$ cat config.mk
export PLATFORM = sky130hd
export DESIGN_NAME = waypoint_line_protocol_client_top
export DESIGN_NICKNAME = d
export VERILOG_FILES = /design/src/rtl/wlpc_pkg.sv /design/src/rtl/waypoint_line_protocol_client_top.sv
export SDC_FILE = /design/constraint.sdc
export NUM_CORES = 1
export LEC_CHECK = 0
export BUFFER_PORTS_ARGS = -buffer_cell sky130_fd_sc_hd__buf_4
export CAP_MARGIN = 10
export CORE_MARGIN = 2
export CORE_UTILIZATION = 44
export DETAILED_ROUTE_END_ITERATION = 12
export PLACE_DENSITY_LB_ADDON = 0.3
export SETUP_SLACK_MARGIN = 0.02
export SLEW_MARGIN = 0
export SYNTH_ARGS = -nofsm -noshare
export SYNTH_HDL_FRONTEND = slang
export SYNTH_SLANG_ARGS = --single-unit
export TNS_END_PERCENT = 50
$ cat constraint.sdc
create_clock -name clk -period 10.57 [get_ports clk]
set_input_delay 1.057 -clock clk [delete_from_list [all_inputs] [get_ports clk]]
set_output_delay 1.057 -clock clk [all_outputs]
set_load 0.05 [all_outputs]
$ cat src/rtl/wlpc_pkg.sv
package wlpc_pkg;

    // Input command codes
    localparam logic [1:0] CMD_BYTE  = 2'd0;
    localparam logic [1:0] CMD_TICK  = 2'd1;
    localparam logic [1:0] CMD_START = 2'd2;
    localparam logic [1:0] CMD_NONE  = 2'd3;

    // Result kinds
    localparam logic [1:0] KIND_LEN  = 2'd0;
    localparam logic [1:0] KIND_WP   = 2'd1;
    localparam logic [1:0] KIND_DONE = 2'd2;
    localparam logic [1:0] KIND_ERR  = 2'd3;

    // Error codes
    localparam logic [2:0] ERR_TIMEOUT = 3'd0;
    localparam logic [2:0] ERR_NO_N    = 3'd1;
    localparam logic [2:0] ERR_BAD_LEN = 3'd2;
    localparam logic [2:0] ERR_NO_W    = 3'd3;
    localparam logic [2:0] ERR_NO_E    = 3'd4;

    // Configuration register indexes
    localparam logic [1:0] REG_KEEP_LIMIT    = 2'd0;
    localparam logic [1:0] REG_FIRST_TIMEOUT = 2'd1;
    localparam logic [1:0] REG_LINE_TIMEOUT  = 2'd2;

    // Characters
    localparam logic [7:0] CH_N     = 8'h4E;
    localparam logic [7:0] CH_W     = 8'h57;
    localparam logic [7:0] CH_E     = 8'h45;
    localparam logic [7:0] CH_CR    = 8'h0D;
    localparam logic [7:0] CH_LF    = 8'h0A;
    localparam logic [7:0] CH_NUL   = 8'h00;
    localparam logic [7:0] CH_SPACE = 8'h20;
    localparam logic [7:0] CH_PLUS  = 8'h2B;
    localparam logic [7:0] CH_MINUS = 8'h2D;
    localparam logic [7:0] CH_ZERO  = 8'h30;
    localparam logic [7:0] CH_NINE  = 8'h39;
    localparam logic [7:0] CH_TAB   = 8'h09;

    localparam logic [14:0] KEEP_RESET  = 15'd64;
    localparam logic [15:0] FIRST_RESET = 16'd10000;
    localparam logic [15:0] LINE_RESET  = 16'd1000;

    typedef enum logic [1:0] {
        PH_IDLE,
        PH_LEN,
        PH_WP,
        PH_END
    } phase_t;

    typedef enum logic [2:0] {
        ST_RUN,
        ST_LEAD_RD,
        ST_LEAD_EV,
        ST_RD,
        ST_EV,
        ST_EMIT
    } state_t;

    // Number parser progress
    typedef enum logic [1:0] {
        PS_WS,
        PS_DIG,
        PS_DONE
    } pstate_t;

    typedef struct packed {
        logic [1:0]  kind;
        logic [31:0] value;
        logic [31:0] longitude;
        logic [14:0] index;
        logic        kept;
        logic        send_ack;
        logic [2:0]  error_code;
    } result_t;

endpackage

$ cat src/rtl/waypoint_line_protocol_client_top.sv
// Channel  | Signals                            | Content
// ---------+------------------------------------+--------------------------------------
// s_axis   | s_tvalid s_tready s_tdata s_tuser  | tuser command, tdata rx_byte
// m_axis   | m_tvalid m_tready m_tdata m_tuser  | tuser kind, tdata result fields
// config   | wr_en wr_addr wr_data              | keep_limit, first_timeout, line_timeout
//
// Bytes, ticks and start commands are accepted whenever s_tready is high.
// A finished line is parsed from the line memory, each character being read
// (ST_RD) and then evaluated (ST_EV); no transaction is taken meanwhile.
// Reset clears control state; the line memory needs no clearing.
// A result waits in the output register; outside a parse, input stalls only if it is full.
module waypoint_line_protocol_client_top #(
    parameter int LINE_CHARS  = 31,
    parameter int FIELD_CHARS = 19
) (
    input  logic        clk,
    input  logic        rst_n,
    input  logic        s_tvalid,
    output logic        s_tready,
    input  logic [7:0]  s_tdata,   // [7:0] rx_byte
    input  logic [1:0]  s_tuser,   // [1:0] command
    output logic        m_tvalid,
    input  logic        m_tready,
    // [31:0] value, [63:32] longitude, [78:64] index, [79] kept,
    // [80] send_ack, [83:81] error_code, [87:84] zero
    output logic [87:0] m_tdata,
    output logic [1:0]  m_tuser,   // [1:0] kind
    input  logic        wr_en,
    input  logic [1:0]  wr_addr,
    input  logic [15:0] wr_data
);

    localparam int CNT_W  = $clog2(LINE_CHARS + 1);
    localparam int POS_W  = $clog2(LINE_CHARS + 3);
    localparam int ADDR_W = $clog2(LINE_CHARS);
    localparam int ROOM_W = $clog2(FIELD_CHARS + 1);

    // Configuration registers
    logic [14:0] keep_reg;
    logic [15:0] first_to_reg;
    logic [15:0] line_to_reg;

    always_ff @(posedge clk or negedge rst_n)
    begin
        if (!rst_n)
        begin
            keep_reg     <= wlpc_pkg::KEEP_RESET;
            first_to_reg <= wlpc_pkg::FIRST_RESET;
            line_to_reg  <= wlpc_pkg::LINE_RESET;
        end
        else if (wr_en)
        begin
            unique case (wr_addr)
                wlpc_pkg::REG_KEEP_LIMIT:    keep_reg     <= wr_data[14:0];
                wlpc_pkg::REG_FIRST_TIMEOUT: first_to_reg <= wr_data;
                wlpc_pkg::REG_LINE_TIMEOUT:  line_to_reg  <= wr_data;
                default: ;
            endcase
        end
    end

    // Control and parse state
    wlpc_pkg::state_t  state_reg, state_next;
    wlpc_pkg::phase_t  phase_reg, phase_next;
    wlpc_pkg::pstate_t ps_reg, ps_next;
    logic [CNT_W-1:0]  cnt_reg, cnt_next;
    logic [15:0]       elapsed_reg, elapsed_next;
    logic [14:0]       wp_reg, wp_next;
    logic [14:0]       exp_reg, exp_next;
    logic [POS_W-1:0]  pos_reg, pos_next;
    logic [ROOM_W-1:0] room_reg, room_next;
    logic              fld_reg, fld_next;
    logic [31:0]       acc_reg, acc_next;
    logic              neg_reg, neg_next;
    logic [31:0]       lat_reg, lat_next;
    wlpc_pkg::result_t pend_reg, pend_next;
    wlpc_pkg::result_t out_reg, out_next;
    logic              ov_reg, ov_next;

    // Line memory
    logic [7:0]        mem [LINE_CHARS];
    logic [7:0]        rd_data_reg;
    logic [ADDR_W-1:0] rd_addr;
    logic              mem_we;

    always_ff @(posedge clk)
    begin
        if (mem_we)
        begin
            mem[cnt_reg[ADDR_W-1:0]] <= s_tdata;
        end
        rd_data_reg <= mem[rd_addr];
    end

    logic        take;
    logic        out_free;
    logic        is_term;
    logic [15:0] tick_inc;
    logic [15:0] limit;
    logic [7:0]  ch;
    logic        ch_ws;
    logic        ch_dig;
    logic [31:0] acc_x10;
    logic [31:0] num;
    logic [POS_W-1:0] nx;
    logic        fld_end;
    logic [15:0] len16;
    logic [14:0] wp_inc;

    assign out_free = !ov_reg || m_tready;
    assign s_tready = (state_reg == wlpc_pkg::ST_RUN) && out_free;
    assign take     = s_tvalid && s_tready;
    assign is_term  = (s_tdata == wlpc_pkg::CH_CR) || (s_tdata == wlpc_pkg::CH_LF)
                      || (s_tdata == wlpc_pkg::CH_NUL);
    assign tick_inc = (elapsed_reg == 16'hFFFF) ? elapsed_reg : elapsed_reg + 16'd1;
    assign limit    = (phase_reg == wlpc_pkg::PH_LEN) ? first_to_reg : line_to_reg;
    assign mem_we   = take && (s_tuser == wlpc_pkg::CMD_BYTE)
                      && (phase_reg != wlpc_pkg::PH_IDLE) && !is_term;
    assign ch       = rd_data_reg;
    assign ch_ws    = (ch == wlpc_pkg::CH_SPACE)
                      || ((ch >= wlpc_pkg::CH_TAB) && (ch <= wlpc_pkg::CH_CR));
    assign ch_dig   = (ch >= wlpc_pkg::CH_ZERO) && (ch <= wlpc_pkg::CH_NINE);
    assign acc_x10  = {acc_reg[28:0], 3'b000} + {acc_reg[30:0], 1'b0};
    assign num      = neg_reg ? (32'd0 - acc_reg) : acc_reg;
    assign len16    = num[15:0];
    assign wp_inc   = wp_reg + 15'd1;
    assign rd_addr  = (state_reg == wlpc_pkg::ST_LEAD_RD) ? '0 : pos_reg[ADDR_W-1:0];

    always_comb
    begin
        state_next   = state_reg;
        phase_next   = phase_reg;
        ps_next      = ps_reg;
        cnt_next     = cnt_reg;
        elapsed_next = elapsed_reg;
        wp_next      = wp_reg;
        exp_next     = exp_reg;
        pos_next     = pos_reg;
        room_next    = room_reg;
        fld_next     = fld_reg;
        acc_next     = acc_reg;
        neg_next     = neg_reg;
        lat_next     = lat_reg;
        pend_next    = pend_reg;
        out_next     = out_reg;
        ov_next      = ov_reg;
        nx           = pos_reg;
        fld_end      = 1'b0;

        if (ov_reg && m_tready)
        begin
            ov_next = 1'b0;
        end

        unique case (state_reg)
            wlpc_pkg::ST_RUN:
            begin
                if (take)
                begin
                    if (s_tuser == wlpc_pkg::CMD_START)
                    begin
                        phase_next   = wlpc_pkg::PH_LEN;
                        cnt_next     = '0;
                        elapsed_next = '0;
                        wp_next      = '0;
                    end
                    else if (phase_reg != wlpc_pkg::PH_IDLE)
                    begin
                        if (s_tuser == wlpc_pkg::CMD_TICK)
                        begin
                            elapsed_next = tick_inc;
                            if (tick_inc >= limit)
                            begin
                                phase_next   = wlpc_pkg::PH_IDLE;
                                cnt_next     = '0;
                                elapsed_next = '0;
                                out_next     = '0;
                                out_next.kind       = wlpc_pkg::KIND_ERR;
                                out_next.error_code = wlpc_pkg::ERR_TIMEOUT;
                                ov_next      = 1'b1;
                            end
                        end
                        else if (s_tuser == wlpc_pkg::CMD_BYTE)
                        begin
                            if (is_term)
                            begin
                                state_next = wlpc_pkg::ST_LEAD_RD;
                            end
                            else
                            begin
                                cnt_next = cnt_reg + CNT_W'(1);
                                if (cnt_next == CNT_W'(LINE_CHARS))
                                begin
                                    state_next = wlpc_pkg::ST_LEAD_RD;
                                end
                            end
                        end
                    end
                end
            end

            // Fetch the leading letter of the line, or report an empty line as an error
            wlpc_pkg::ST_LEAD_RD:
            begin
                pend_next    = '0;
                pend_next.kind = wlpc_pkg::KIND_ERR;
                unique case (phase_reg)
                    wlpc_pkg::PH_LEN: pend_next.error_code = wlpc_pkg::ERR_NO_N;
                    wlpc_pkg::PH_WP:  pend_next.error_code = wlpc_pkg::ERR_NO_W;
                    default:          pend_next.error_code = wlpc_pkg::ERR_NO_E;
                endcase
                if (cnt_reg == '0)
                begin
                    phase_next   = wlpc_pkg::PH_IDLE;
                    cnt_next     = '0;
                    elapsed_next = '0;
                    state_next   = wlpc_pkg::ST_EMIT;
                end
                else
                begin
                    state_next = wlpc_pkg::ST_LEAD_EV;
                end
            end

            wlpc_pkg::ST_LEAD_EV:
            begin
                cnt_next     = '0;
                elapsed_next = '0;
                pos_next     = (phase_reg == wlpc_pkg::PH_LEN) ? POS_W'(0) : POS_W'(2);
                room_next    = ROOM_W'(FIELD_CHARS);
                fld_next     = 1'b0;
                acc_next     = '0;
                neg_next     = 1'b0;
                ps_next      = wlpc_pkg::PS_WS;
                cnt_next     = cnt_reg;
                unique case (phase_reg)
                    wlpc_pkg::PH_LEN:
                    begin
                        state_next = (ch == wlpc_pkg::CH_N) ? wlpc_pkg::ST_RD
                                                            : wlpc_pkg::ST_EMIT;
                    end
                    wlpc_pkg::PH_WP:
                    begin
                        state_next = (ch == wlpc_pkg::CH_W) ? wlpc_pkg::ST_RD
                                                            : wlpc_pkg::ST_EMIT;
                    end
                    default:
                    begin
                        state_next = wlpc_pkg::ST_EMIT;
                        if (ch == wlpc_pkg::CH_E)
                        begin
                            pend_next      = '0;
                            pend_next.kind = wlpc_pkg::KIND_DONE;
                        end
                    end
                endcase
                // Every outcome other than a field scan ends the exchange here
                if (state_next == wlpc_pkg::ST_EMIT)
                begin
                    phase_next = wlpc_pkg::PH_IDLE;
                    cnt_next   = '0;
                end
            end

            // Check field bounds and fetch the next character
            wlpc_pkg::ST_RD:
            begin
                if (pos_reg >= POS_W'(cnt_reg))
                begin
                    fld_end = 1'b1;
                    nx      = pos_reg + POS_W'(1);
                end
                else if (room_reg == '0)
                begin
                    fld_end = 1'b1;
                    nx      = pos_reg;
                end
                else
                begin
                    state_next = wlpc_pkg::ST_EV;
                end
            end

            // Consume one character into the number parser, or end the field at a space (not in the length field)
            wlpc_pkg::ST_EV:
            begin
                if ((ch == wlpc_pkg::CH_SPACE)
                    && !((phase_reg == wlpc_pkg::PH_LEN) && fld_reg))
                begin
                    fld_end = 1'b1;
                    nx      = pos_reg + POS_W'(1);
                end
                else
                begin
                    pos_next   = pos_reg + POS_W'(1);
                    room_next  = room_reg - ROOM_W'(1);
                    state_next = wlpc_pkg::ST_RD;
                    case (ps_reg)
                        wlpc_pkg::PS_WS:
                        begin
                            if (ch_ws)
                            begin
                                ps_next = wlpc_pkg::PS_WS;
                            end
                            else if ((ch == wlpc_pkg::CH_PLUS) || (ch == wlpc_pkg::CH_MINUS))
                            begin
                                neg_next = (ch == wlpc_pkg::CH_MINUS);
                                ps_next  = wlpc_pkg::PS_DIG;
                            end
                            else if (ch_dig)
                            begin
                                acc_next = acc_x10 + {24'd0, ch - wlpc_pkg::CH_ZERO};
                                ps_next  = wlpc_pkg::PS_DIG;
                            end
                            else
                            begin
                                ps_next = wlpc_pkg::PS_DONE;
                            end
                        end
                        wlpc_pkg::PS_DIG:
                        begin
                            if (ch_dig)
                            begin
                                acc_next = acc_x10 + {24'd0, ch - wlpc_pkg::CH_ZERO};
                            end
                            else
                            begin
                                ps_next = wlpc_pkg::PS_DONE;
                            end
                        end
                        default: ;
                    endcase
                end
            end

            // Hold the result until the output register is free
            wlpc_pkg::ST_EMIT:
            begin
                if (out_free)
                begin
                    out_next   = pend_reg;
                    ov_next    = 1'b1;
                    state_next = wlpc_pkg::ST_RUN;
                end
            end

            default:
            begin
                state_next = wlpc_pkg::ST_RUN;
            end
        endcase

        // Field boundary: start the second field or settle the line
        if (fld_end)
        begin
            if (!fld_reg)
            begin
                lat_next   = num;
                pos_next   = nx;
                fld_next   = 1'b1;
                room_next  = ROOM_W'(FIELD_CHARS);
                acc_next   = '0;
                neg_next   = 1'b0;
                ps_next    = wlpc_pkg::PS_WS;
                state_next = wlpc_pkg::ST_RD;
            end
            else
            begin
                state_next = wlpc_pkg::ST_EMIT;
                cnt_next   = '0;
                pend_next  = '0;
                if (phase_reg == wlpc_pkg::PH_LEN)
                begin
                    if ((len16 == 16'd0) || len16[15])
                    begin
                        phase_next           = wlpc_pkg::PH_IDLE;
                        pend_next.kind       = wlpc_pkg::KIND_ERR;
                        pend_next.error_code = wlpc_pkg::ERR_BAD_LEN;
                    end
                    else
                    begin
                        exp_next           = len16[14:0];
                        wp_next            = '0;
                        phase_next         = wlpc_pkg::PH_WP;
                        pend_next.kind     = wlpc_pkg::KIND_LEN;
                        pend_next.value    = {16'd0, len16};
                        pend_next.send_ack = 1'b1;
                    end
                end
                else
                begin
                    wp_next             = wp_inc;
                    pend_next.kind      = wlpc_pkg::KIND_WP;
                    pend_next.value     = lat_reg;
                    pend_next.longitude = num;
                    pend_next.index     = wp_reg;
                    pend_next.kept      = (wp_reg < keep_reg);
                    if (wp_inc >= exp_reg)
                    begin
                        phase_next = wlpc_pkg::PH_END;
                    end
                    else
                    begin
                        pend_next.send_ack = 1'b1;
                    end
                end
            end
        end
    end

    always_ff @(posedge clk or negedge rst_n)
    begin
        if (!rst_n)
        begin
            state_reg   <= wlpc_pkg::ST_RUN;
            phase_reg   <= wlpc_pkg::PH_IDLE;
            cnt_reg     <= '0;
            elapsed_reg <= '0;
            wp_reg      <= '0;
            exp_reg     <= '0;
            ov_reg      <= 1'b0;
        end
        else
        begin
            state_reg   <= state_next;
            phase_reg   <= phase_next;
            cnt_reg     <= cnt_next;
            elapsed_reg <= elapsed_next;
            wp_reg      <= wp_next;
            exp_reg     <= exp_next;
            ov_reg      <= ov_next;
        end
    end

    // Parse datapath and result payload
    always_ff @(posedge clk)
    begin
        ps_reg   <= ps_next;
        pos_reg  <= pos_next;
        room_reg <= room_next;
        fld_reg  <= fld_next;
        acc_reg  <= acc_next;
        neg_reg  <= neg_next;
        lat_reg  <= lat_next;
        pend_reg <= pend_next;
        out_reg  <= out_next;
    end

    assign m_tvalid = ov_reg;
    assign m_tuser  = out_reg.kind;
    assign m_tdata  = {4'd0, out_reg.error_code, out_reg.send_ack, out_reg.kept,
                       out_reg.index, out_reg.longitude, out_reg.value};

    // The input is stalled for the whole parse of a line.
    a_no_take_busy: assert property (@(posedge clk) disable iff (!rst_n)
        (state_reg != wlpc_pkg::ST_RUN) |-> !s_tready)
        else $error("input accepted during line parse");

    // Idle phase never keeps a running tick count.
    a_idle_clear: assert property (@(posedge clk) disable iff (!rst_n)
        (phase_reg == wlpc_pkg::PH_IDLE) |-> (elapsed_reg == 16'd0))
        else $error("tick count left over in idle");

    // A stored line never exceeds the memory depth.
    a_cnt_bound: assert property (@(posedge clk) disable iff (!rst_n)
        cnt_reg <= CNT_W'(LINE_CHARS))
        else $error("line count beyond memory depth");

    // Parsing only happens for a line of an active exchange.
    a_parse_phase: assert property (@(posedge clk) disable iff (!rst_n)
        ((state_reg == wlpc_pkg::ST_RD) || (state_reg == wlpc_pkg::ST_EV))
        |-> ((phase_reg == wlpc_pkg::PH_LEN) || (phase_reg == wlpc_pkg::PH_WP)))
        else $error("field scan outside length or waypoint phase");

endmodule
=== After elaboration in Yosys (flattened, before gate mapping) ===
Memory sizes are Yosys's and may differ from the RTL's. A register that Yosys moved wholly into a read port is not among the register bits.
Cells that the tools add are included.

* $lt $le $gt $ge: 8
* Reductions and logical operators: 40
* Multiplexer cells: 137
* $add $sub $neg: 9
* Bitwise gates (word level): 2
* Eq/ne operators: 45

{| class="wikitable"
|+ Operator list
! operator !! number
|-
| $mux W86 || 10
|-
| $pmux W86 S2 || 2
|-
| $mux W32 || 7
|-
| $mux W16 || 9
|-
| $pmux W32 S2 || 2
|-
| $mux W15 || 7
|-
| $mux W5 || 15
|-
| $mux W3 || 18
|-
| $mux W48 || 1
|-
| $pmux W16 S3 || 1
|-
| $mux W2 || 22
|-
| $mux W34 || 1
|-
| $add A32 B32 Y32 || 1
|-
| $add A32 B8 Y32 || 1
|-
| $sub A1 B32 Y32 const A || 1
|-
| $mux W6 || 5
|-
| $eq A8 B6 Y1 const B || 3
|-
| $eq A8 B7 Y1 const B || 3
|-
| $mux W1 || 24
|-
| $pmux W6 S2 || 2
|-
| $ne A3 B3 Y1 const B || 7
|-
| $pmux W3 S6 || 1
|-
| $add A16 B1 Y16 const B || 1
|-
| $eq A16 B16 Y1 const B || 1
|-
| other kinds (51) || 96
|}

* Memories: 1
* Logic and storage cells: 273
* Flip-flop bits (word level): 355
* RAM bits: 248

{| class="wikitable"
|+ Memories
! memory !! depth !! width !! rd ports !! clocked after memory_dff !! write ports !! line !! text
|-
| mem || 31 || 8 || 1 || 1 || 1 || waypoint_line_protocol_client_top.sv:81 || <nowiki>logic [7:0] mem [LINE_CHARS];</nowiki>
|}

=== Logic depth before layout (Yosys ltp) ===
Gate-level depths: netlist of run 1.

* Depth after elaboration: 13
* Mapped depth: 18
* Gate-level depth less buffers: 16

=== Worst setup path after synthesis of run 1 ===
No wires, ideal clock.

* Path kind: flip-flop to flip-flop
* Start point: reg elapsed_reg[3]
* End point: reg out_reg (netlist bit m_tdata[0]) (enable)
* Cell stages (with the launch flop): 16
* Arrival time: 9.430 ns
* Period minus slack after synthesis: 10.088 ns
* Buffers on the path: 2
* Data required time: 9.912 ns
* Library setup time: 0.658 ns
* Setup slack: 0.482 ns
* Path through: dfrtp_1 clkbuf_1 and4_1 and4_1 nand3_1 and3_1 clkbuf_1 and3_1 xor2_1 ha_1 a21oi_1 o21ai_0 a211oi_1 o31ai_1 nand3_1 a211oi_1

* Cells in the longest elaborated chain, start to end: 5
* Elaborated cells on any way between the ends: 6

{| class="wikitable"
|+ RTL lines
! item !! line !! text
|-
| from (decl) || waypoint_line_protocol_client_top.sv:67 || <nowiki>logic [15:0] elapsed_reg, elapsed_next;</nowiki>
|-
| from (signal assigned) || waypoint_line_protocol_client_top.sv:428 || <nowiki>elapsed_reg <= elapsed_next;</nowiki>
|-
| $add A16 B1 Y16 / $eq A16 B16 Y1 (equally long branches) || waypoint_line_protocol_client_top.sv:115 || <nowiki>assign tick_inc = (elapsed_reg == 16'hFFFF) ? elapsed_reg : elapsed_reg + 16'd1;</nowiki>
|-
| $mux W16 * || waypoint_line_protocol_client_top.sv:115 ||
|-
| $ge A16 B16 Y1 * || waypoint_line_protocol_client_top.sv:172 || <nowiki>if (tick_inc >= limit)</nowiki>
|-
| $ne A2 B1 Y1 (no source line) * || n/a ||
|-
| $reduce_and A7 Y1 (no source line) * || n/a ||
|-
| to (signal assigned) || waypoint_line_protocol_client_top.sv:446 || <nowiki>out_reg <= out_next;</nowiki>
|-
| to (decl) || waypoint_line_protocol_client_top.sv:77 || <nowiki>wlpc_pkg::result_t out_reg, out_next;</nowiki>
|}

Mark *: on every way between the ends. The rest lies on a longest branch, timed or not.
A chain may end at the register's enable or synchronous reset.

=== Worst setup path in the final report of run 1 ===
* Start point: reg elapsed_reg[3]
* End point: reg out_reg (netlist bit m_tdata[26]) (enable)

The elaborated chain is that of the path after synthesis.

==> summary.md, run 1 <==
| Metric | Value |
|---|---|
| Outcome | finished clean |
| CTS resizes | 0 |
| CTS sink count | between 600 and 700 |
| Core ar. | 0.0643 mm² |
| Final Power | 8750 µW |
| Top Family by Delay on Critical Path | simple AND/OR/NAND/NOR gates |
| Final period util | 51.7% |
| Hold Path Class | flop to flop |
| RSZ-0062 raised after global routing | false |
| CTS tree | done |
| Commonest cells post-synth | edfxtp_1, nand2_1, nor2_1 |
| Most frequent cell after synthesis | edfxtp_1 |
| Max Cap Violations | 0 |
| Maximum fanout along the worst path | between 70 and 80 |
| Crit path required time | between 10 and 15 ns |
| Vias | approximately 20000 |
| Tmin final | 5.46 ns |
| Number of flops mapped to enable cells by yosys | 372 |
| Cell chosen for the clock root | clkbuf_16 |
| Number of CTS-inserted buffers | 66 |
| Die X | 259 µm |
| Initial Utilization | 44.5% |
| Largest register FFs | 248 |
| Routed WL | around 68000 µm |
| CP cell instances | and4_1 -> and4_1 -> nand3_1 -> and3_1 -> and3_1 -> xor2_1 -> ha_1 -> a21oi_1 -> o21ai_0 -> a211oi_1 -> o31ai_1 -> nand3_1 -> a211oi_4 -> buf_4 |
| Initial DRC Count | 1742 |
| First-pass GRT wire length | 107000 µm |
| Grt ovf | 0 |
| Ant diodes | 0 |
| Layout area overhead | 13.4% |
| Cell area after synthesis | 0.0286 mm² |
| H-tree Lvls | 3 |
| Crit start category | flop |
| Max frequency | 183 MHz |
| Fin cells | 3466 |
| Sequential Area | 0.0165 mm² |
| Setup Viol. Count Final | 0 |
| Hold Vio Cnt, Final | 0 |
| WL/cell | 19.6 µm |
| # Post-CTS Setup Buffers | 0 |
| Placer Congestion | 0.877 |
| Fillers | 5557 |
| Initial antenna violation count | 0 |
| Crit. End Element | flop |
| Layout net count | between 2000 and 3000 |
| Post-synth top area cell | edfxtp_1 |
| Pre-CTS WS | 5.08 ns |
| Hold_buf cts | 0 |
| TNS Setup | 0 ns |
| DP HPWL | 45800 µm |
| DRC viols | 0 |
| Antenna-violating nets left | 0 |
| Worst hold slack | 0.462 ns |
| # rows | 93 |
| CTS clk-pin slew, worst paths | 0.06 ns |
| Post-DR vias/cell | 5.70 |
| WP data arrival | 5.68 ns |
| Total Routing Usage GR | between 20% and 30% |
| I/O pin count | 125 |
| Yosys top cell area share | 39.0% |
| Critical path type | flop to flop |
| Slew headroom | 22.3% |
| Number of global-route vias before repair | 19300 |
| Area of the multi-input gates | 0.0114 mm² |
| Post-Syn Area per Cell | 11.5 µm² |
| Setup WS post-layout | 5.11 ns |
| CP Buf/Inv Count | 1 |
| Later-pin clock latency in the skew report | 0.61 ns |
| Crit-path max cell delay | 0.81 ns |
| Post-Place Cells | 3344 |
| CP max stage cell | buf_4 |
| Skew final | 0.0296 ns |
| Pleak | 0.0126 µW |
| Unique masters post-synth | 78 |
| Max Slew Vio Count | 0 |
| Largest net degree at the start of global routing | 88 |
| Flops & latches, synth | between 600 and 700 |
| Pwr Density | 269 mW/mm² |
| Layout cells sized above 1 | 13.7% |
| Die Y | 259 µm |
| Worst slew pin tran | 1.16 ns |
| Register area share after synthesis | 57.6% |
| Async SR Flop Fraction | 17.0% |
| YS warnings | 0 |
| Die ar. | 0.0671 mm² |
| Clock tree buffer depth | 3 |
| Ys flop type | edfxtp_1 |
| Largest cells by area after synthesis | edfxtp_1, dfxtp_1, dfrtp_1 |
| Synthesized instance count | 2481 |
| VDD IR-drop max | 190 µV |
| Pre-antenna DRT Iters | 6 |
| PortBufs | 120 |
per-stage QoR:
step / util, % / instance area, µm²
2_1_floorplan: - / 28700
3_3_place_gp: 47.1 / 30300
3_5_place_dp: 47.1 / 30300
4_1_cts: 50.4 / 32500
5_1_grt: 50.5 / 32500
6_report: 50.5 / 32500
final timing paths:
kind / end / cells past startpoint / slack, ns / startpoint
max: m_tdata[26] / 14 / 5.11 / elapsed_reg[3]
min: pend_reg[83] / 1 / 0.46 / lat_reg[31]
max reg2reg: m_tdata[26] / 14 / 5.11 / elapsed_reg[3]
min reg2reg: pend_reg[83] / 1 / 0.46 / lat_reg[31]
max in group asynchronous: elapsed_reg[10] / 2 / 8.93 / rst_n
min in group asynchronous: keep_reg[5] / 1 / 0.48 / rst_n
per-layer routing:
| metal | global-route usage, % | vias up | share of wire (%) |
|---|---|---|---|
| li1 | - | 9406 | - |
| met1 | 28.0 | 9696 | 45 |
| met2 | 32.6 | 574 | 47 |
| met3 | 3.09 | 91 | 6.0 |
| met4 | 5.60 | 0 | 1.9 |
| met5 | 0 | - | 0 |
report_power, final:
part	internal, µW	leakage, µW	switching [µW]
clock	1340	0.00106	956
combinational	1110	0.00573	2090
sequential	2940	0.00583	312
cell families (layout without fill, tap and decap cells):
family	count (synthesis)	in the layout	share of synthesized area, %
xor gates and xnor gates	85	85	2.60
buffers and inverters	211	338	2.90
muxes	103	103	4.63
AOI/OAI and AO/OA	594	594	13.9
other	1	4	0.0131
adders and majority gates	127	127	5.71
DFF	611	611	57.6
and+or+nand+nor	749	749	12.7
area by class of cell:
class / instances / share of cell area [%]
Timing Repair Buffer: 147 / 3.46
Clock buffer: 87 / 5.67
Clock inverter: 34 / 0.979
Inverter: 70 / 0.809
Tap cell: 855 / 3.29
Multi-Input combinational cell: 1662 / 35.0
Sequential cell: 611 / 50.8
cells in the final DEF, fill, tap and decap left out, types with 16 or more instances in the layout:
cell type / synthesis / routed
a22o_1: 92 / 92
clkbuf_16: 0 / 68
mux2_2: 45 / 45
ha_1: 121 / 121
nand2_1: 222 / 222
o31ai_1: 18 / 17
nand3_1: 110 / 110
and2_1: 88 / 88
a31oi_1: 48 / 48
inv_1: 66 / 66
a21o_1: 27 / 27
nor3_1: 24 / 24
a211oi_1: 24 / 23
xor2_1: 27 / 27
and3_1: 21 / 20
dfrtp_1: 92 / 92
dfxtp_1: 135 / 135
xnor2_1: 58 / 58
a21oi_1: 113 / 113
nor2_1: 157 / 154
or2_2: 16 / 16
or3_1: 23 / 23
nand4_1: 21 / 21
o221ai_1: 18 / 18
mux2i_1: 39 / 39
buf_4: 4 / 146
edfxtp_1: 372 / 372
o21ai_0: 155 / 155
mux4_2: 19 / 19
No activity file was read; power rests on OpenSTA's default activity.
==> inputs of run 2 (changes only) <==
- clock period: 10.57 -> 5.4 ns (I/O delays scaled with it)
==> run 2 against run 1 <==
Critical path depth is 2 higher; register-to-register slack got worse by 4.4 ns; global-route usage increased by 0.34 points; power increased by 97%; final cell count grew 0.12%; via count up 0.62%; critical path type unchanged; clock skew shrank 0.00063 ns; utilization is 0.21 points higher; setup slack got worse by 4.4 ns; fmax is 15% higher; sequential power grew 95%; critical endpoint is now mem[27][1]; clock power grew 98%.
==> summary.md, run 2 (synthesis results as in run 1) <==
| Metric | Value |
|---|---|
| Layout area overhead | 13.9% (was 13.4%) |
| Cell chosen for the clock root | clkbuf_16 (unchanged) |
| Maximum fanout along the worst path | 8 (was 77) |
| RR Startpoint | elapsed_reg[3] (unchanged) |
| Worst hold slack | 0.147 ns (was 0.462 ns) |
| Core ar. | 0.0643 mm² (unchanged) |
| CP cell instances | and4_4 -> and3_4 -> nand2_2 -> nor3_2 -> nand3_1 -> xor2_1 -> nand2_1 -> ha_1 -> a21o_1 -> a21o_1 -> a21oi_1 -> o31ai_4 -> nand3_2 -> and3_1 -> nand3_1 -> nor2_1 (was and4_1 -> and4_1 -> nand3_1 -> and3_1 -> and3_1 -> xor2_1 -> ha_1 -> a21oi_1 -> o21ai_0 -> a211oi_1 -> o31ai_1 -> nand3_1 -> a211oi_4 -> buf_4) |
| Grt ovf | 0 (unchanged) |
| CP Buf/Inv Count | 0 (was 1) |
| Hold Path Class | primary input to flop (was flop to flop) |
| Most frequent cells in the layout | edfxtp_1, nand2_1, nor2_1 (was edfxtp_1, nand2_1, o21ai_0) |
| Worst slew pin tran | 1.01 ns (was 1.16 ns) |
| Crit path depth | 16 (was 14) |
| Ant diodes | 0 (unchanged) |
| First-pass GRT wire length | 109000 µm (was 107000 µm) |
| Worst r2r dst | mem[27][1] (was m_tdata[26]) |
| Routed WL | 68400 µm (was 67900 µm) |
| Hold Vio Cnt, Final | 0 (unchanged) |
| Total Routing Usage GR | 20.4% (was 20.1%) |
| Crit start category | flop (unchanged) |
| Tmin final | 4.73 ns (was 5.46 ns) |
| CP max stage cell | nor2_1 (was buf_4) |
| CTS resizes | 0 (unchanged) |
| Critical path type | flop to flop (unchanged) |
| Met2 routed WL | 32200 µm (was 32000 µm) |
| WHS Path Cells | 3 (was 1) |
| Highest routed layer | met4 (unchanged) |
| Hold_sp | wr_data[4] (was lat_reg[31]) |
| Clock tree buffer depth | 3 (unchanged) |
| Number of CTS-inserted buffers | 66 (unchanged) |
| Fillers | 5593 (was 5557) |
| Sequential Area | 0.0165 mm² (unchanged) |
| H-tree Lvls | 3 (unchanged) |
| Layout net count | 2722 (was 2718) |
| Placer Congestion | 0.861 (was 0.877) |
| CTS sink count | 611 (unchanged) |
| Max Cap Violations | 0 (unchanged) |
| PortBufs | 120 (unchanged) |
| Pleak | 0.0126 µW (about the same) |
| Largest register FFs | 248 (unchanged) |
| Crit. End Element | flop (unchanged) |
| Slew headroom | 32.1% (was 22.3%) |
| CTS clk-pin slew, worst paths | 0.06 ns (about the same) |
| Top Family by Delay on Critical Path | simple AND/OR/NAND/NOR gates (unchanged) |
| Largest net degree at the start of global routing | 88 (unchanged) |
| Reg2Reg Depth | 16 (was 14) |
| WP data arrival | 4.97 ns (was 5.68 ns) |
| Commonest non-fill, non-tap cell in the layout | edfxtp_1 (unchanged) |
| Outcome | finished clean (unchanged) |
| RSZ-0062 raised after global routing | false (unchanged) |
| Setup WS post-layout | 0.667 ns (was 5.11 ns) |
| Placed cell area | 0.0304 mm² (was 0.0303 mm²) |
| Post-DR vias/cell | 5.73 (was 5.70) |
| Final Power | 17200 µW (was 8750 µW) |
| Pwr Density | 527 mW/mm² (was 269 mW/mm²) |
| Crit-path max cell delay | 0.71 ns (was 0.81 ns) |
| Initial antenna violation count | 0 (unchanged) |
| Final period util | 87.7% (was 51.7%) |
| WL met1 | 31100 µm (was 30600 µm) |
| Die ar. | 0.0671 mm² (unchanged) |
| Initial DRC Count | 1782 (was 1742) |
| DR WL met3 | 3720 µm (was 4060 µm) |
| Die X | 259 µm (unchanged) |
| Initial Utilization | 44.5% (unchanged) |
| Setup Viol. Count Final | 0 (unchanged) |
| Pre-CTS WS | 0.790 ns (was 5.08 ns) |
| Number of global-route vias before repair | 19600 (was 19300) |
| Flop2flop setup slack | 0.67 ns (was 5.11 ns) |
| Area of the multi-input gates | 0.0114 mm² (about the same) |
| Post-Layout Inst Area | 0.0326 mm² (was 0.0325 mm²) |
| Skew final | 0.0290 ns (was 0.0296 ns) |
| DP HPWL | 46600 µm (was 45800 µm) |
| Later-pin clock latency in the skew report | 0.63 ns (was 0.61 ns) |
| Die Y | 259 µm (unchanged) |
| WL/cell | 19.7 µm (was 19.6 µm) |
| Max frequency | 211 MHz (was 183 MHz) |
| Hold path endpoint | keep_reg[4] (was pend_reg[83]) |
| I/O pin count | 125 (unchanged) |
| TNS Setup | 0 ns (unchanged) |
| Max Slew Vio Count | 0 (unchanged) |
| VDD IR-drop max | 387 µV (was 190 µV) |
| DRC viols | 0 (unchanged) |
| Antenna-violating nets left | 0 (unchanged) |
| Pre-antenna DRT Iters | 6 (unchanged) |
| Vias | 19900 (was 19800) |
| # rows | 93 (unchanged) |
| CTS tree | done (unchanged) |
| Crit path required time | 5.64 ns (was 10.79 ns) |
| Layout cells sized above 1 | 14.0% (was 13.7%) |
==> run 2: per-stage QoR <==
step	std cells	utilization, %
after floorplan	2484	-
after global placement	3348	47.3
after detailed placement	3348	47.3
after CTS	3470	50.7
after global routing	3470	50.7
final	3470	50.7
==> run 2: timing repair <==
action	CTS	global route
hold buffers	1	0
setup buffers	0	0
hold endpoints to repair	28	0
==> run 2: cell type report <==
cell class	instances	area share, %
flip-flops and latches	611	50.6
multi-input cells	1662	35.1
clock buffers	85	5.41
repair buffers	151	3.56
well taps	855	3.28
clock inverters	36	1.29
inverters	70	0.806
==> run 2: worst max-delay path by stage <==
| stage | startpoint | to | slack (ns) |
|---|---|---|---|
| after global routing | elapsed_reg[3] | mem[7][0] | 0.36 |
| after detailed placement | elapsed_reg[3] | mem[19][3] | 0.79 |
| after CTS | elapsed_reg[3] | mem[19][3] | 0.71 |
| after floorplan | elapsed_reg[3] | m_tdata[0] | 0.02 |
| after global placement | elapsed_reg[0] | mem[27][3] | 0.87 |
| final | elapsed_reg[3] | mem[27][1] | 0.67 |
==> run 2: tightest hold or removal path, delay by kind of cell <==
| family | cells | cell delay [ns] |
|---|---|---|
| compound gates | 1 | 0.06 |
| buf+inv | 1 | 0.09 |
| simple gates | 1 | 0.04 |
==> run 2: where the power goes <==
group          internal [µW]  switching (µW)
sequential              5740             611
clock                   2630            1890
combinational           2200            4120
total                  10600            6620
==> run 2: per-layer routing <==
metal	track usage, %	up-vias
met3	3.05	106
met2	33.2	576
met4	6.04	0
met5	0	-
li1	-	9427
met1	28.4	9780
==> inputs of run 3 (changes only) <==
- CORE_ASPECT_RATIO: unset -> 1.75
- CTS_CLUSTER_SIZE: unset -> 40
==> run 3 against run 2 <==
Setup slack gained 0.014 ns; sequential cell count is the same; die area grew 0.12%; cell area shrank 1.7%; fmax grew 0.30%; global-route usage grew 0.28 points; first-iteration DRC count shrank 22%; final cell count shrank 1.9%; critical path depth is the same; via count shrank 0.92%; count of clock-buffer cells in the layout shrank 16.
==> summary.md, run 3 (synthesis results as in run 1) <==
| Metric | Value |
|---|---|
| Later-pin clock latency in the skew report | 0.60 ns (was 0.63 ns) |
| Vias | 19700 (was 19900) |
| Cell chosen for the clock root | clkbuf_16 (unchanged) |
| RR Startpoint | elapsed_reg[0] (was elapsed_reg[3]) |
| Flop2flop setup slack | 0.68 ns (was 0.67 ns) |
| Total Routing Usage GR | 20.7% (was 20.4%) |
| Routed WL | 70400 µm (was 68400 µm) |
| Number of CTS-inserted buffers | 53 (was 66) |
| Seq pwr share | 38.4% (was 37.0%) |
| Pre-antenna DRT Iters | 5 (was 6) |
| # Post-CTS Setup Buffers | 0 (unchanged) |
| Final Power | 16500 µW (was 17200 µW) |
| Hold Path Class | primary input to asynchronous set/reset pin (was primary input to flop) |
| Hold Vio Cnt, Final | 0 (unchanged) |
| Top Family by Delay on Critical Path | simple AND/OR/NAND/NOR gates (unchanged) |
| First-pass GRT wire length | 110000 µm (was 109000 µm) |
| Skew final | 0.0180 ns (was 0.0290 ns) |
| Crit path required time | 5.63 ns (was 5.64 ns) |
| Initial Utilization | 44.5% (about the same) |
| Clock power frac | 22.9% (was 26.3%) |
| Layout cells sized above 1 | 13.6% (was 14.0%) |
| Grt ovf | 0 (unchanged) |
| Grt met1 use | 22.5% (was 28.4%) |
| Psw | 6520 µW (was 6620 µW) |
| Most frequent cells in the layout | edfxtp_1, nand2_1, nor2_1 (unchanged) |
| Fillers | 5658 (was 5593) |
| Antenna-violating nets left | 0 (unchanged) |
| Core ar. | 0.0643 mm² (about the same) |
| CTS tree | done (unchanged) |
| Crit start category | flop (unchanged) |
| Initial DRC Count | 1392 (was 1782) |
| Commonest non-fill, non-tap cell in the layout | edfxtp_1 (unchanged) |
| Die X | 197 µm (was 259 µm) |
| M2 GR Usage | 39.8% (was 33.2%) |
| Placer Congestion | 0.916 (was 0.861) |
| I/O pin count | 125 (unchanged) |
| Initial antenna violation count | 1 (was 0) |
| H-tree Lvls | 2 (was 3) |
| Worst r2r dst | mem[3][0] (was mem[27][1]) |
| Max Slew Vio Count | 0 (unchanged) |
| DP HPWL | 50300 µm (was 46600 µm) |
| Crit path depth | 16 (unchanged) |
| Maximum fanout along the worst path | 8 (unchanged) |
| Reg2Reg Depth | 16 (unchanged) |
| Met3 Resource Use GR | 2.37% (was 3.05%) |
| Number of global-route vias before repair | 19800 (was 19600) |
| Layout area overhead | 12.0% (was 13.9%) |
| Worst slew pin tran | 1.17 ns (was 1.01 ns) |
| Layout net count | 2707 (was 2722) |
| Final core utilization | 49.9% (was 50.7%) |
| Slew headroom | 21.9% (was 32.1%) |
| PortBufs | 120 (unchanged) |
| CP cell instances | ha_2 -> nand3_1 -> nor2_1 -> nand3_2 -> and3_1 -> and3_4 -> xor2_2 -> ha_2 -> a21oi_1 -> o21ai_1 -> a211oi_2 -> o31ai_4 -> nand3_2 -> and3_1 -> nand3_1 -> nor2_1 (was and4_4 -> and3_4 -> nand2_2 -> nor3_2 -> nand3_1 -> xor2_1 -> nand2_1 -> ha_1 -> a21o_1 -> a21o_1 -> a21oi_1 -> o31ai_4 -> nand3_2 -> and3_1 -> nand3_1 -> nor2_1) |
| WL/cell | 20.7 µm (was 19.7 µm) |
| CP max stage cell | nor2_1 (unchanged) |
| Clock tree buffer depth | 3 (unchanged) |
| Tmin final | 4.72 ns (was 4.73 ns) |
| RSZ-0062 raised after global routing | false (unchanged) |
| Internal | 10000 µW (was 10600 µW) |
| CTS resizes | 0 (unchanged) |
| End point of the critical path | mem[3][0] (was mem[27][1]) |
| CTS sink count | 611 (unchanged) |
| CTS clk-pin slew, worst paths | 0.07 ns (was 0.06 ns) |
| Largest register FFs | 248 (unchanged) |
| DRC viols | 0 (unchanged) |
| Switching part of the total power | 39.5% (was 38.5%) |
| Logic gate share of total power | 38.7% (was 36.7%) |
| CP startpoint | elapsed_reg[0] (was elapsed_reg[3]) |
| Worst hold slack | 0.0515 ns (was 0.147 ns) |
| Pwr Density | 515 mW/mm² (was 527 mW/mm²) |
| Max Cap Violations | 0 (unchanged) |
| # rows | 123 (was 93) |
| GR peak layer | met2 (unchanged) |
| Critical path type | flop to flop (unchanged) |
| Crit. End Element | flop (unchanged) |
| Crit-path max cell delay | 0.69 ns (was 0.71 ns) |
| Hold_buf cts | 0 (was 1) |
| VDD IR-drop max | 292 µV (was 387 µV) |
| Post-DR vias/cell | 5.79 (was 5.73) |
| CP Buf/Inv Count | 0 (unchanged) |
| Final period util | 87.4% (was 87.7%) |
| Die ar. | 0.0672 mm² (was 0.0671 mm²) |
| Die Y | 341 µm (was 259 µm) |
| WP data arrival | 4.95 ns (was 4.97 ns) |
| Setup Viol. Count Final | 0 (unchanged) |
| Outcome | finished clean (unchanged) |
| Max frequency | 212 MHz (was 211 MHz) |
| Largest net degree at the start of global routing | 89 (was 88) |
| TNS Setup | 0 ns (unchanged) |
| Pleak | 0.0124 µW (was 0.0126 µW) |
[run 3: cell count changes in the layout (fill, tap and decap cells not counted), moves of 3 or more]
cell,before,now
clkinv_1,12,7
clkbuf_16,67,53
clkinv_2,11,6
clkbuf_1,16,13
clkinvlp_4,3,8
[run 3: per-layer routing]
metal | routed length [µm] | share of wire [%]
met1 | 26200 | 37
met2 | 38200 | 54
met3 | 2700 | 3.8
met4 | 3230 | 4.6
met5 | 0 | 0
[run 3: layout make-up]
cell class | count | area [µm²] | share of cell area [%]
Sequential cell | 611 | 16500 | 51.4
Antenna cell | 1 | 2.50 | 0.00780
Inverter | 70 | 263 | 0.819
Tap cell | 812 | 1020 | 3.17
Multi-Input combinational cell | 1662 | 11500 | 35.7
Clock inverter | 29 | 289 | 0.901
Timing Repair Buffer | 149 | 1140 | 3.57
Clock buffer | 69 | 1420 | 4.42
[run 3: worst min-delay path by stage]
| stage | from | endpoint | slack (ns) | cells past startpoint |
|---|---|---|---|---|
| floorplan | rst_n | cnt_reg[0] | 0.24 | 0 |
| global placement | pend_reg[64] | pend_reg[64] | 0.44 | 2 |
| detailed placement | pend_reg[54] | pend_reg[54] | 0.45 | 2 |
| CTS | rst_n | elapsed_reg[4] | 0.08 | 1 |
| global route | rst_n | elapsed_reg[3] | 0.12 | 1 |
| finish | rst_n | elapsed_reg[3] | 0.05 | 1 |
[run 3: power by group through the flow]
stage               combinational, µW  clock [µW]  sequential [µW]
finish                           6390        3780             6350
floorplan                        3930           0             6920
global placement                 6260           0             6430
detailed placement               6380           0             6450
CTS                              6410        3860             6350
global route                     6960        4030             6440
[run 3: worst reg2reg max path: stages (launching register included)]
cell      delay (ns)
dfrtp_1         0.42
ha_2            0.25
nand3_1         0.15
nor2_1          0.20
nand3_2         0.19
and3_1          0.28
and3_4          0.22
xor2_2          0.14
ha_2            0.17
a21oi_1         0.15
o21ai_1         0.12
a211oi_2        0.40
o31ai_4         0.16
nand3_2         0.15
and3_1          0.24
nand3_1         0.41
nor2_1          0.70
[run 3: metrics by stage]
stage | cell area, µm² | setup slack, ns | cells
floorplan | 28800 | 0.0212 | 2484
global placement | 30400 | 0.767 | 3304
detailed placement | 30400 | 0.658 | 3304
CTS | 32100 | 0.650 | 3402
global route | 32100 | 0.325 | 3403
finish | 32100 | 0.681 | 3403
